[src/hdl/kls_ram.sv]
// Generic synchronous RAM with one write port and one registered read port.
`default_nettype none
module kls_ram #(
   parameter int Width = 32,
   parameter int Depth = 64
) (
   input  wire logic                     clock,
   input  wire logic                     wr_en,
   input  wire logic [$clog2(Depth)-1:0] wr_addr,
   input  wire logic [Width-1:0]         wr_data,
   input  wire logic [$clog2(Depth)-1:0] rd_addr,
   output      logic [Width-1:0]         rd_data
);
   logic [Width-1:0] mem [Depth];

   always_ff @(posedge clock) begin
      if (wr_en) begin
         mem[wr_addr] <= wr_data;
      end
      rd_data <= mem[rd_addr];
   end
endmodule
`default_nettype wire

[config.mk]
export PLATFORM = sky130hd
export DESIGN_NAME = kls_ram
export DESIGN_NICKNAME = d
export VERILOG_FILES = /design/src/hdl/kls_ram.sv
export SDC_FILE = /design/constraint.sdc
export NUM_CORES = 2
export LEC_CHECK = 0
export BUFFER_PORTS_ARGS = -buffer_cell sky130_fd_sc_hd__buf_2
export CAP_MARGIN = 20
export CORE_MARGIN = 2
export CORE_UTILIZATION = 55
export CTS_CLUSTER_DIAMETER = 80
export DETAILED_ROUTE_END_ITERATION = 10
export GPL_ROUTABILITY_DRIVEN = 0
export GPL_TIMING_DRIVEN = 0
export PLACE_DENSITY = 0.73
export SYNTH_ARGS = -nofsm -noshare
export SYNTH_HDL_FRONTEND = slang
export SYNTH_SLANG_ARGS = --single-unit
[constraint.sdc]
create_clock -name clock -period 3.5 [get_ports clock]
set_input_delay 0 -clock clock [delete_from_list [all_inputs] [get_ports clock]]
set_output_delay 0 -clock clock [all_outputs]
set_load 0.02 [all_outputs]
==> impl_metrics.yaml <==
outcome:
  outcome: "completed"
final_layout:
  final_cell_count_no_fill: 5833
  mostFrequentLayoutCell: "edfxtp_1"
  area_growth_pct: 16.14
  layout_common_cells: "edfxtp_1, mux4_2, clkbuf_16, buf_2, clkbuf_1"
  final_nets: 3814
  final_area_sq_um: 91190
  drive_above_1_share: 0.3002
place:
  numPortBuffers: 69
  dp_slack_ns: -0.5284
  place_inst: 5398
  dpl_cell_area_sq_um: 83990
  place_hpwl_microns: 151900
critical_path:
  cpMostUsedCell: "buf_2"
  critPathBufInv: 4
  worstSetupPathType: "in -> reg"
  r2r_slack_ns: 0.61
  start_kind: "input pin"
  crit_path_cell_trace: "buf_2 -> buf_2 -> buf_2 -> buf_1 -> nand3b_1 -> o221ai_1 -> a21oi_1 -> a21oi_1 -> nor2_1"
  cp.arrival_ns: 4.12
  crit_fanout: 10
  cp_slowest_cell: "buf_1"
  cp-end-kind: "flop"
  cp.required_ns: 4.16
  cpPeakStageDelay_ns: 0.75
  cp_top_family: "buffers and inverters"
global_routing:
  met1_usage: 0.4384
  grt_pass1_wl_microns: 318800
  antenna_found_initial: 15
  busiest_layer: "met2"
  grt_max_degree: 65
  grt_pass1_vias: 39740
  grt_util_met3: 0.1085
  use_met2: 0.4790
  grt_usage: 0.3247
  grt_overflow: 0
yosys:
  syn-cell-area_sq_um: 78520
  syn_nets: 3370
  synthDistinctLibCells: 34
  ys_warn_count: 0
  synth_async_sr_flop_share: 0
  synth_ff_type: "edfxtp_1"
  synth.avg_cell_area_sq_um: 23.62
  synth-edff-count: 2048
  yosysSeqAreaShare: 0.7914
  ys_ff_latch: 2080
  syn_inst: 3324
power:
  switching_power_uw: 11320
  cellLeakagePower_uw: 0.02857
  peakVddDrop_mv: 0.4593
  swShare: 0.2178
  intPower_uw: 40650
  p_seq_frac: 0.531
  combPwrFrac: 0.058
  p_clk_frac: 0.410
  powerDensity_nw_per_um2: 570.0
routing:
  drc: 0
  routed_via_density: 6.992
  first_pass_iters: 6
  ant_nets: 0
  wl_microns: 235800
  avgRoutedWirePerCell_microns: 40.42
  vias: 40790
  drt_iter0_markers: 7329
cts:
  cts_resized: 0
  cts_tree: "yes"
  htreeDepth: 4
  cts_buffer_depth: 3
  numCtsBuffers: 198
  path_clk_slew_ns: 0.06
  clk_latency_ns: 0.83
  root_buffer: "clkbuf_16"
  cts_sinks: 2080
timing:
  drv_slew: 0
  worst-slew-pin-transition_ns: 1.222
  timing.final.crit_share: 0.9866
  fin_ws_ns: 0.04681
  whs_ns: 0.005565
  fin_crit_ns: 3.453
  maxSlewHeadroom: 0.1855
  finClkSkew_ns: 0.03348
  setup_violations: 0
  fmax_mhz: 289.6
  finalSetupTns_ns: 0
  rsz0062_at_grt: "no"
  hold_viol_final: 0
die:
  start_util: 0.5545
  core_region_area_sq_um: 141600
  die_h_microns: 381.8
  pin_count: 78
  die_w_microns: 381.8
  fp.dieArea_sq_um: 145800
  rows: 138
hold_path:
  hold_class: "in -> reg"
job:
  drv_cap: 0
[metrics by stage]
step	power (uW)	util
3_3_place_gp	30860	0.5737
5_1_grt	53020	0.6439
3_5_place_dp	31020	0.5932
2_1_floorplan	29560	-
4_1_cts	51880	0.6405
6_report	51980	0.6440
[path summary, 6_finish.rpt]
check         startpoint          end  depth (start not counted)
max           rd_addr[1]  rd_data[19]                          9
min          wr_data[20]   mem[3][20]                          2
max reg2reg  mem[27][18]  rd_data[18]                          4
min reg2reg   mem[13][8]   rd_data[8]                          4
[cell type report]
class / instances / area, sq um
clock inverters: 111 / 1072
clock buffers: 259 / 5319
diodes: 5 / 12.51
well taps: 1890 / 2365
multi-input cells: 1062 / 15970
fillers: 8946 / 50400
plain buffers: 182 / 888.4
repair buffers: 244 / 3425
flip-flops and latches: 2080 / 62140
[cells in the mapped netlist (2+ instances only)]
library cell	instances	share of area
and2_1	2	0.00016
o32ai_1	4	0.00045
nor2b_1	15	0.0012
a311oi_1	8	0.00089
buf_6	5	0.00072
a41o_1	4	0.00051
and3_1	4	0.00032
dfxtp_1	32	0.0082
buf_4	25	0.0024
nor3_1	7	0.00045
nand3_1	5	0.00032
or3_1	3	0.00024
a21oi_1	62	0.0040
nand3b_1	5	0.00048
buf_2	57	0.0036
a22oi_1	12	0.0011
or3b_2	3	0.00033
o22ai_1	84	0.0067
edfxtp_1	2048	0.78
nor2_1	137	0.0065
nand2_1	26	0.0012
o221ai_1	27	0.0030
nand4_1	2	0.00016
or3b_1	2	0.00022
mux4_2	544	0.16
clkbuf_1	74	0.0035
buf_1	21	0.0010
nand2b_1	8	0.00064
mux2i_1	93	0.012
[routing by layer]
layer	vias to the layer above	part of all wire
met3	685	0.16
met1	21130	0.33
met2	3787	0.45
met4	16	0.059
li1	15170	-
met5	-	0.00041
[flip-flops by register name, summed over array words and instances, names as in the netlist]
name	flops
mem	2048
rd_data	32
[power groups by stage]
| stage | combinational, uW | clock, uW | sequential (uW) |
|---|---|---|---|
| 2_1_floorplan | 1340 | 0 | 28200 |
| 3_3_place_gp | 2690 | 0 | 28200 |
| 3_5_place_dp | 2860 | 0 | 28200 |
| 4_1_cts | 2900 | 21300 | 27600 |
| 5_1_grt | 3090 | 22300 | 27600 |
| 6_report | 3040 | 21300 | 27600 |
[repair_timing]
action / CTS / global route
endpoints found under the hold margin: 1354 / 512
buffers inserted: 0 / 0
hold buffers: 31 / 8
[cells by family after synthesis]
family	count (synthesis)	synth area share
flip-flops	2080	0.7914
AO/OA/AOI/OAI	202	0.01673
multiplexers	637	0.1679
AND/OR/NAND/NOR	223	0.01265
buffers and inverters	182	0.01128
(Power assumes the default switching activity.)
